===== config.mk =====
export PLATFORM = sky130hd
export DESIGN_NAME = binary_to_decimal_ascii_unit
export DESIGN_NICKNAME = d
export VERILOG_FILES = /design/src/rtl/b2d_pkg.sv /design/src/rtl/binary_to_decimal_ascii_unit.sv /design/src/rtl/b2d_cell.sv /design/src/rtl/b2d_emit.sv
export SDC_FILE = /design/constraint.sdc
export NUM_CORES = 2
export LEC_CHECK = 0
export BUFFER_PORTS_ARGS = -buffer_cell sky130_fd_sc_hd__buf_2
export CORE_MARGIN = 2
export CORE_UTILIZATION = 59
export CTS_CLUSTER_DIAMETER = 60
export DETAILED_ROUTE_END_ITERATION = 10
export HOLD_SLACK_MARGIN = 0.12
export PLACE_DENSITY = 0.78
export SLEW_MARGIN = 20
export SYNTH_ARGS = -nofsm -noshare
export SYNTH_HDL_FRONTEND = slang
export SYNTH_HIERARCHICAL = 1
export SYNTH_SLANG_ARGS = --single-unit

===== constraint.sdc =====
create_clock -name i_clk -period 34.5 [get_ports i_clk]
set_input_delay 1.725 -clock i_clk [delete_from_list [all_inputs] [get_ports i_clk]]
set_output_delay 1.725 -clock i_clk [all_outputs]
set_load 0.03 [all_outputs]

===== src/rtl/b2d_pkg.sv =====
// ----------------------------------------------------------------------------
// b2d_pkg: shared types and constants of the binary to decimal ASCII unit
// Holds the request and response structs, the stage record that walks down
// the conversion chain, and the digit width constants.
// ----------------------------------------------------------------------------
package b2d_pkg;

    // Field widths
    localparam int VALUE_W    = 32;
    localparam int MIN_W      = 4;
    localparam int CHAR_W     = 6;

    // Number of decimal digits formed and kept
    localparam int NUM_DIGITS = 10;
    localparam int DIGIT_W    = 4;
    localparam int POS_W      = (NUM_DIGITS > 1) ? $clog2(NUM_DIGITS) : 1;
    localparam int CNT_W      = $clog2(NUM_DIGITS + 1);
    localparam int CMP_W      = (CNT_W > MIN_W) ? CNT_W : MIN_W;

    // ASCII code of the character '0'
    localparam logic [CHAR_W-1:0] ASCII_ZERO = CHAR_W'(48);

    typedef logic [DIGIT_W-1:0] t_digit;
    typedef t_digit [NUM_DIGITS-1:0] t_bcd;

    typedef struct packed {
        logic [VALUE_W-1:0] value;
        logic [MIN_W-1:0]   min_digits;
    } t_in;

    typedef struct packed {
        logic [CHAR_W-1:0] digit_char;
        logic              last;
    } t_out;

    // Record handed from cell to cell down the conversion chain
    typedef struct packed {
        logic               valid;
        t_bcd               bcd;
        logic [VALUE_W-1:0] bits;
        logic [MIN_W-1:0]   min_digits;
    } t_stage;

endpackage


===== src/rtl/binary_to_decimal_ascii_unit.sv =====
// ----------------------------------------------------------------------------
// binary_to_decimal_ascii_unit: 32-bit unsigned binary to decimal ASCII
// A row of shift-and-add-3 cells turns the value into BCD digits, one bit a
// cell; a serializer then sends the digits as characters, leading zeros
// dropped down to the requested minimum count.
//
//   Channel  Direction  Handshake          Payload
//   request  in         i_valid / o_ready  i_req: value, min_digits
//   result   out        o_valid / i_ready  o_rsp: digit_char, last
//
// A request passes through 32 cells, one per cycle while the row advances,
// then reaches the serializer. It emits one to ten characters, one per cycle
// while i_ready is high; each request yields max(significant digits, clamped
// min_digits) characters.
// Reset clears all valid flags and the serializer; no clearing pass.
// The whole cell row holds while the serializer has a number in hand and
// advances only in the cycle its final character is taken, so a stalled
// result also holds the request side.
// ----------------------------------------------------------------------------
module binary_to_decimal_ascii_unit (
    input  logic          i_clk,
    input  logic          i_rst_n,
    input  logic          i_valid,
    output logic          o_ready,
    input  b2d_pkg::t_in  i_req,
    output logic          o_valid,
    input  logic          i_ready,
    output b2d_pkg::t_out o_rsp
);

    b2d_pkg::t_stage w_stage [0:b2d_pkg::VALUE_W];
    logic            w_en;

    // Feed a new request into the head of the row
    always_comb begin
        w_stage[0].valid      = i_valid;
        w_stage[0].bcd        = '0;
        w_stage[0].bits       = i_req.value;
        w_stage[0].min_digits = i_req.min_digits;
    end

    assign o_ready = w_en;

    // Chain one cell per input bit
    for (genvar g = 0; g < b2d_pkg::VALUE_W; g++) begin : g_cell
        b2d_cell u_cell (
            .i_clk   (i_clk),
            .i_rst_n (i_rst_n),
            .i_en    (w_en),
            .i_stage (w_stage[g]),
            .o_stage (w_stage[g+1])
        );
    end

    b2d_emit u_emit (
        .i_clk        (i_clk),
        .i_rst_n      (i_rst_n),
        .i_stage      (w_stage[b2d_pkg::VALUE_W]),
        .o_load_ready (w_en),
        .o_valid      (o_valid),
        .i_ready      (i_ready),
        .o_rsp        (o_rsp)
    );

endmodule


===== src/rtl/b2d_cell.sv =====
// ----------------------------------------------------------------------------
// b2d_cell: one shift-and-add-3 step of the conversion chain
// Corrects every BCD digit of five or more by adding three, then shifts the
// top bit of the remaining binary word into the units digit.
// ----------------------------------------------------------------------------
module b2d_cell (
    input  logic            i_clk,
    input  logic            i_rst_n,
    input  logic            i_en,
    input  b2d_pkg::t_stage i_stage,
    output b2d_pkg::t_stage o_stage
);

    b2d_pkg::t_bcd   w_corr;
    b2d_pkg::t_stage r_stage;
    b2d_pkg::t_stage n_stage;

    // Add three to each digit of five or more
    always_comb begin
        for (int k = 0; k < b2d_pkg::NUM_DIGITS; k++) begin
            if (i_stage.bcd[k] >= b2d_pkg::DIGIT_W'(5)) begin
                w_corr[k] = i_stage.bcd[k] + b2d_pkg::DIGIT_W'(3);
            end else begin
                w_corr[k] = i_stage.bcd[k];
            end
        end
    end

    // Shift the next binary bit into the digit row
    always_comb begin
        n_stage.valid      = i_stage.valid;
        n_stage.bcd        = b2d_pkg::t_bcd'({w_corr, i_stage.bits[b2d_pkg::VALUE_W-1]});
        n_stage.bits       = {i_stage.bits[b2d_pkg::VALUE_W-2:0], 1'b0};
        n_stage.min_digits = i_stage.min_digits;
    end

    // Hold the stage while the chain is stalled
    always_ff @(posedge i_clk) begin
        if (!i_rst_n) begin
            r_stage.valid <= 1'b0;
        end else if (i_en) begin
            r_stage.valid <= n_stage.valid;
        end
        if (i_en) begin
            r_stage.bcd        <= n_stage.bcd;
            r_stage.bits       <= n_stage.bits;
            r_stage.min_digits <= n_stage.min_digits;
        end
    end

    assign o_stage = r_stage;

endmodule


===== src/rtl/b2d_emit.sv =====
// ----------------------------------------------------------------------------
// b2d_emit: digit serializer
// Takes the finished digit row, sets the character count from the highest
// nonzero digit and clamped minimum, then sends that many, top digit first.
// ----------------------------------------------------------------------------
module b2d_emit (
    input  logic            i_clk,
    input  logic            i_rst_n,
    input  b2d_pkg::t_stage i_stage,
    output logic            o_load_ready,
    output logic            o_valid,
    input  logic            i_ready,
    output b2d_pkg::t_out   o_rsp
);

    logic                       r_busy;
    logic                       n_busy;
    logic [b2d_pkg::POS_W-1:0]  r_pos;
    logic [b2d_pkg::POS_W-1:0]  n_pos;
    b2d_pkg::t_bcd              r_digits;
    logic [b2d_pkg::CNT_W-1:0]  w_sig;
    logic [b2d_pkg::CNT_W-1:0]  w_min;
    logic [b2d_pkg::CNT_W-1:0]  w_count;
    logic [b2d_pkg::CMP_W-1:0]  w_min_ext;
    logic                       w_done;
    b2d_pkg::t_digit            w_digit;

    // Find the number of significant digits
    always_comb begin
        w_sig = '0;
        for (int k = 0; k < b2d_pkg::NUM_DIGITS; k++) begin
            if (i_stage.bcd[k] != '0) begin
                w_sig = b2d_pkg::CNT_W'(k + 1);
            end
        end
    end

    // Clamp the requested minimum into one to the digit count
    always_comb begin
        w_min_ext = b2d_pkg::CMP_W'(i_stage.min_digits);
        if (w_min_ext == '0) begin
            w_min = b2d_pkg::CNT_W'(1);
        end else if (w_min_ext > b2d_pkg::CMP_W'(b2d_pkg::NUM_DIGITS)) begin
            w_min = b2d_pkg::CNT_W'(b2d_pkg::NUM_DIGITS);
        end else begin
            w_min = b2d_pkg::CNT_W'(w_min_ext);
        end
        w_count = (w_sig > w_min) ? w_sig : w_min;
    end

    // Free for a new row when idle or when the final character leaves
    assign w_done       = r_busy && i_ready && (r_pos == '0);
    assign o_load_ready = !r_busy || w_done;

    // Advance the character position
    always_comb begin
        n_busy = r_busy;
        n_pos  = r_pos;
        if (o_load_ready) begin
            n_busy = i_stage.valid;
            n_pos  = b2d_pkg::POS_W'(w_count - b2d_pkg::CNT_W'(1));
        end else if (r_busy && i_ready) begin
            n_pos  = r_pos - b2d_pkg::POS_W'(1);
        end
    end

    always_ff @(posedge i_clk) begin
        if (!i_rst_n) begin
            r_busy <= 1'b0;
            r_pos  <= '0;
        end else begin
            r_busy <= n_busy;
            r_pos  <= n_pos;
        end
        if (o_load_ready) begin
            r_digits <= i_stage.bcd;
        end
    end

    // Drive the current character
    assign w_digit          = r_digits[r_pos];
    assign o_valid          = r_busy;
    assign o_rsp.digit_char = b2d_pkg::ASCII_ZERO + b2d_pkg::CHAR_W'(w_digit);
    assign o_rsp.last       = (r_pos == '0);

endmodule


== Word level (Yosys, flattened, before mapping) ==
Index checks and enable logic that the tools add are counted.

* Add/subtract/negate cells: 268
* Multiply operators: 0
* Divide/modulo/power cells: 0
* $lt $le $gt $ge: 268
* Eq/ne operators: 0
* Shift operators: 0
* Mux-type cells: 282
* Bitwise operators: 0
* Reductions and logical operators: 17

{| class="wikitable"
|+ Operators by type and width
! operator !! count
|-
| >= comparator 4 x 3 -> 1 bit (second input constant) || 255
|-
| two-way mux 4 bit || 243
|-
| adder 4 x 2 -> 4 bit (second input constant) || 234
|-
| two-way mux 3 bit || 25
|-
| adder 3 x 2 -> 3 bit (second input constant) || 21
|-
| nonzero test 4 bit || 10
|-
| adder 1 x 2 -> 3 bit (second input constant) || 10
|-
| >= comparator 1 x 3 -> 1 bit (second input constant) || 10
|-
| binary-select mux 4 bit (select 4 bit) || 1
|-
| two-way mux 1 bit || 11
|-
| zero test 4 bit || 2
|-
| subtractor 4 x 1 -> 4 bit (second input constant) || 2
|-
| adder 5 x 5 -> 6 bit (first input constant) || 1
|-
| less-than comparator 4 x 5 -> 1 bit (second input constant) || 1
|-
| greater-than comparator 4 bit || 1
|-
| greater-than comparator 4 bit (second input constant) || 1
|-
| two-way mux 2 bit || 2
|-
| logical AND 1 bit || 2
|-
| nonzero test 2 bit || 1
|-
| zero test 1 bit || 1
|-
| logical OR 1 bit || 1
|}

* Flip-flop bits (word level): 1,771
* Bits in latches: 0
* RAM bits: 0
* Bits in read-only memories: 0
* Input bits: 40
* Memories: 0

== Depth between registers and ports, before layout ==
* Word-level depth: 15
* Gate-level depth with buffers: 14
* Mapped depth without buffers: 14

== Modules after synthesis ==
The synthesis kept the hierarchy.

{| class="wikitable"
|+ By module, submodules not included
! module !! instances !! cells an instance !! area an instance (um2)
|-
| b2d_cell || 32 || 236 || 3,293.2
|-
| b2d_emit || 1 || 154 || 2,237.1
|-
| binary_to_decimal_ascii_unit || 1 || 1 || 3.8
|}

== Least setup slack after synthesis ==
Ideal clock, no wire load.

* Path type: input -> register
* Start point: input port i_ready
* End point: register u_emit/r_pos[2] in the netlist's numbering
* Arrival: 33.386 ns
* Setup slack: 1.044 ns
* Stages: 7
* Path buffers: 0
* Cells stage by stage: nand2_1 > and2_1 > inv_2 > a31oi_1 > ha_1 > xor2_1 > a21oi_1

* Cells in the longest elaborated chain, start to end: 4

{| class="wikitable"
|+ Ends and longest elaborated chain
! element !! RTL line !! RTL
|-
| from (decl) || binary_to_decimal_ascii_unit.sv:27 || <nowiki>input logic i_ready,</nowiki>
|-
| logical AND 1 bit (*) (2 in a row) || b2d_emit.sv:52 || <nowiki>assign w_done = r_busy && i_ready && (r_pos == '0);</nowiki>
|-
| logical OR 1 bit (*) || b2d_emit.sv:53 || <nowiki>assign o_load_ready = !r_busy || w_done;</nowiki>
|-
| named net o_ready || binary_to_decimal_ascii_unit.sv:24 || <nowiki>output logic o_ready,</nowiki>
|-
| two-way mux 4 bit / nonzero test 2 bit (equally long branches) || - ||
|-
| to (signal assigned) || b2d_emit.sv:73 || <nowiki>r_pos <= n_pos;</nowiki>
|-
| to (decl) || b2d_emit.sv:18 || <nowiki>logic [b2d_pkg::POS_W-1:0] r_pos;</nowiki>
|}

The timed path passes the listed nets; every way through them passes the cells marked *.
A chain may end at the register's enable or synchronous reset.

== Worst setup path after layout ==
* Start point: register u_emit/r_pos[0] in the netlist's numbering
* End point: register g_cell[6].u_cell.r_stage, in the netlist g_cell[6].u_cell/o_stage[59], enable pin

* Cells in the longest elaborated chain, start to end: 3

{| class="wikitable"
|+ Ends and longest elaborated chain
! element !! RTL line !! RTL
|-
| zero test 4 bit || b2d_emit.sv:52 ||
|-
| logical AND 1 bit || b2d_emit.sv:52 ||
|-
| logical OR 1 bit || b2d_emit.sv:53 ||
|-
| to (decl) || b2d_cell.sv:15 || <nowiki>b2d_pkg::t_stage r_stage;</nowiki>
|}

Every way passes these cells.

==> results by group <==
Run status
  – Status: finished clean

Drt
  – Vias/cell: 5.06
  – Via Count: 49400
  – # DRC: 0
  – Detailed router's first-iteration violation count: 2447
  – M1 wire length: 47100 um
  – WL per Instance: 12.5 um
  – Met3 wire length: 3860 um
  – DR pass1 iterations: 5
  – Post-DRT Antenna Nets: 0
  – Routed wire length: 122000 um
  – Met2 wire len: 68000 um
  – Max layer used: met4

Finish
  – Share of layout cells above drive strength 1: 8.91%
  – Util after Layout: 65.7%
  – Ant diodes: 0
  – Layout net count: 8228
  – Final instance area: 102000 um2
  – Final std cells w/o fill: 9771
  – Area delta synth->final: 10.8%

Clock tree
  – CTS Buf Count: 199
  – H-tree Lvls: 4
  – Post-CTS Hold Buffers: 0
  – Clock Tree Buf Depth: 3
  – Clock-pin slew on the worst setup and hold paths: 60 ps
  – Post-CTS Setup Bufs: 0
  – Post-CTS sizing: 0
  – CTS root buffer: clkbuf_16
  – Worst-Skew Late Latency: 810 ps
  – TritonCTS clock tree: yes
  – Clock sink total: 1981

Setup path
  – Worst setup SP type: flop
  – Crit path cell chain: nor4_2 > nand2_1 > and2_1 > inv_8 > buf_4 > buf_4 > buf_4 > buf_4
  – Most used cell, CP: buf_4
  – Worst setup EP type: flop
  – CP Max Fanout: 98
  – Worst EP arrival: 6240 ps
  – CP Class: reg2reg
  – Required time of the critical path: 34920 ps
  – CP peak stage delay: 840 ps
  – Crit-path slowest cell: buf_4
  – Worst r2r path cells: 8

Die
  – Die height: 400 um
  – Initial Util: 59.3%
  – Die area: 160000 um2
  – # IOs: 49
  – Die X: 400 um
  – CORE AREA: 156000 um2
  – Row cnt: 145

Global routing
  – Initial antenna violation count: 0
  – Number of global-route vias before repair: 50100
  – Pin count of the biggest net entering global routing: 194
  – Global router's overall resource usage: 15.7%
  – GR Overflow Total: 0
  – First-pass GRT wire length: 212000 um

Timing
  – Fin. Hold Viols: 0
  – Unrepaired setup endpoints after global routing: no
  – Worst Slack Setup Final: 28680 ps
  – Actual slew at the worst max-slew pin: 1020 ps
  – F_max: 172 MHz
  – Final slew viol count: 0
  – Setup_tns: 0 ps
  – # setup viols final: 0
  – Fin crit share: 16.9%
  – Min Tclk post-route: 5820 ps
  – Final setup skew: 49.3 ps
  – Hold_ws: 396 ps
  – Worst rel slew slack: 32.1%

Placed design
  – Dpl ws: 27880 ps
  – GP Congestion: 0.762
  – HPWL after DPL: 80900 um
  – Inst Count DP: 9400
  – Area of placed instances: 95800 um2
  – I/O Buffers: 46

Power and ir drop
  – Power density cells: 91.3 nW/um2
  – Overall power: 9.35 mW
  – VDD IR max: 0.0607 mV
  – Pleak: 43.2 nW

Hold path
  – Hold path cells: 0
  – Worst Hold Class: reg2reg

Synth
  – Post-Syn Area per Cell: 12.9 um2
  – Yosys warning count: 6
  – Synthesized cell area: 92400 um2
  – Post-synthesis instance total: 7147

Job
  – Max cap viols: 0
[worst paths after layout]
path                                      from                      endpoint  slack, ps
setup / recovery               u_emit/r_pos[0]  g_cell[6].u_cell/o_stage[59]      28680
hold / removal    g_cell[19].u_cell/o_stage[2]  g_cell[20].u_cell/o_stage[2]        400
setup reg to reg               u_emit/r_pos[0]  g_cell[6].u_cell/o_stage[59]      28680
hold reg to reg   g_cell[19].u_cell/o_stage[2]  g_cell[20].u_cell/o_stage[2]        400
[layer usage]
metal | GRT usage [%] | vias up
met2 | 31.1 | 462
li1 | - | 25400
met1 | 16.3 | 23300
met5 | 0 | -
met3 | 2.95 | 249
met4 | 5.51 | 0
[report_power, final]
group	switching (mW)	internal, mW	total, mW
sequential	0.627	3.81	4.43
combinational	1.48	1.33	2.81
clock	0.890	1.21	2.10
[critical path, delay by kind of cell, from the launching register on]
kind / cells / cell delay, ps
buf+inv: 5 / 3750
simple gates: 3 / 770
flops: 1 / 570
[placed cells by master (no fill, tap or decap), types with 5 or more instances in the layout]
| cell | n |
|---|---|
| clkinv_16 | 6 |
| buf_2 | 46 |
| inv_6 | 5 |
| buf_4 | 19 |
| a21oi_2 | 320 |
| clkbuf_1 | 44 |
| clkinvlp_4 | 6 |
| mux2i_1 | 362 |
| edfxtp_1 | 1944 |
| clkbuf_16 | 199 |
| clkinv_2 | 32 |
| nor2_1 | 325 |
| conb_1 | 137 |
| dfxtp_1 | 37 |
| bufinv_16 | 19 |
| inv_1 | 644 |
| clkinv_1 | 51 |
| mux4_2 | 8 |
| o21ai_1 | 293 |
| o21ai_0 | 292 |
| ha_1 | 645 |
| nor2b_1 | 34 |
| nand2b_1 | 611 |
| xnor2_1 | 320 |
| nor4_2 | 5 |
| nand2_1 | 1259 |
| nand3b_1 | 5 |
[sequential cells by signal (all words and copies together), names as in the netlist]
register / count
g_cell.u_cell/o_stage: 1936
u_emit/r_pos: 4
u_emit/o_valid: 1
u_emit/r_digits: 40
[layout make-up]
cell class | count | area [um2]
inverter | 645 | 2430
clock inverter | 126 | 1300
timing repair buffer | 68 | 433
clock buffer | 245 | 5170
sequential | 1981 | 59100
tap | 2058 | 2570
fill | 10700 | 53500
multi-input combinational | 4648 | 31300
Power figures use the tool's default switching activity.
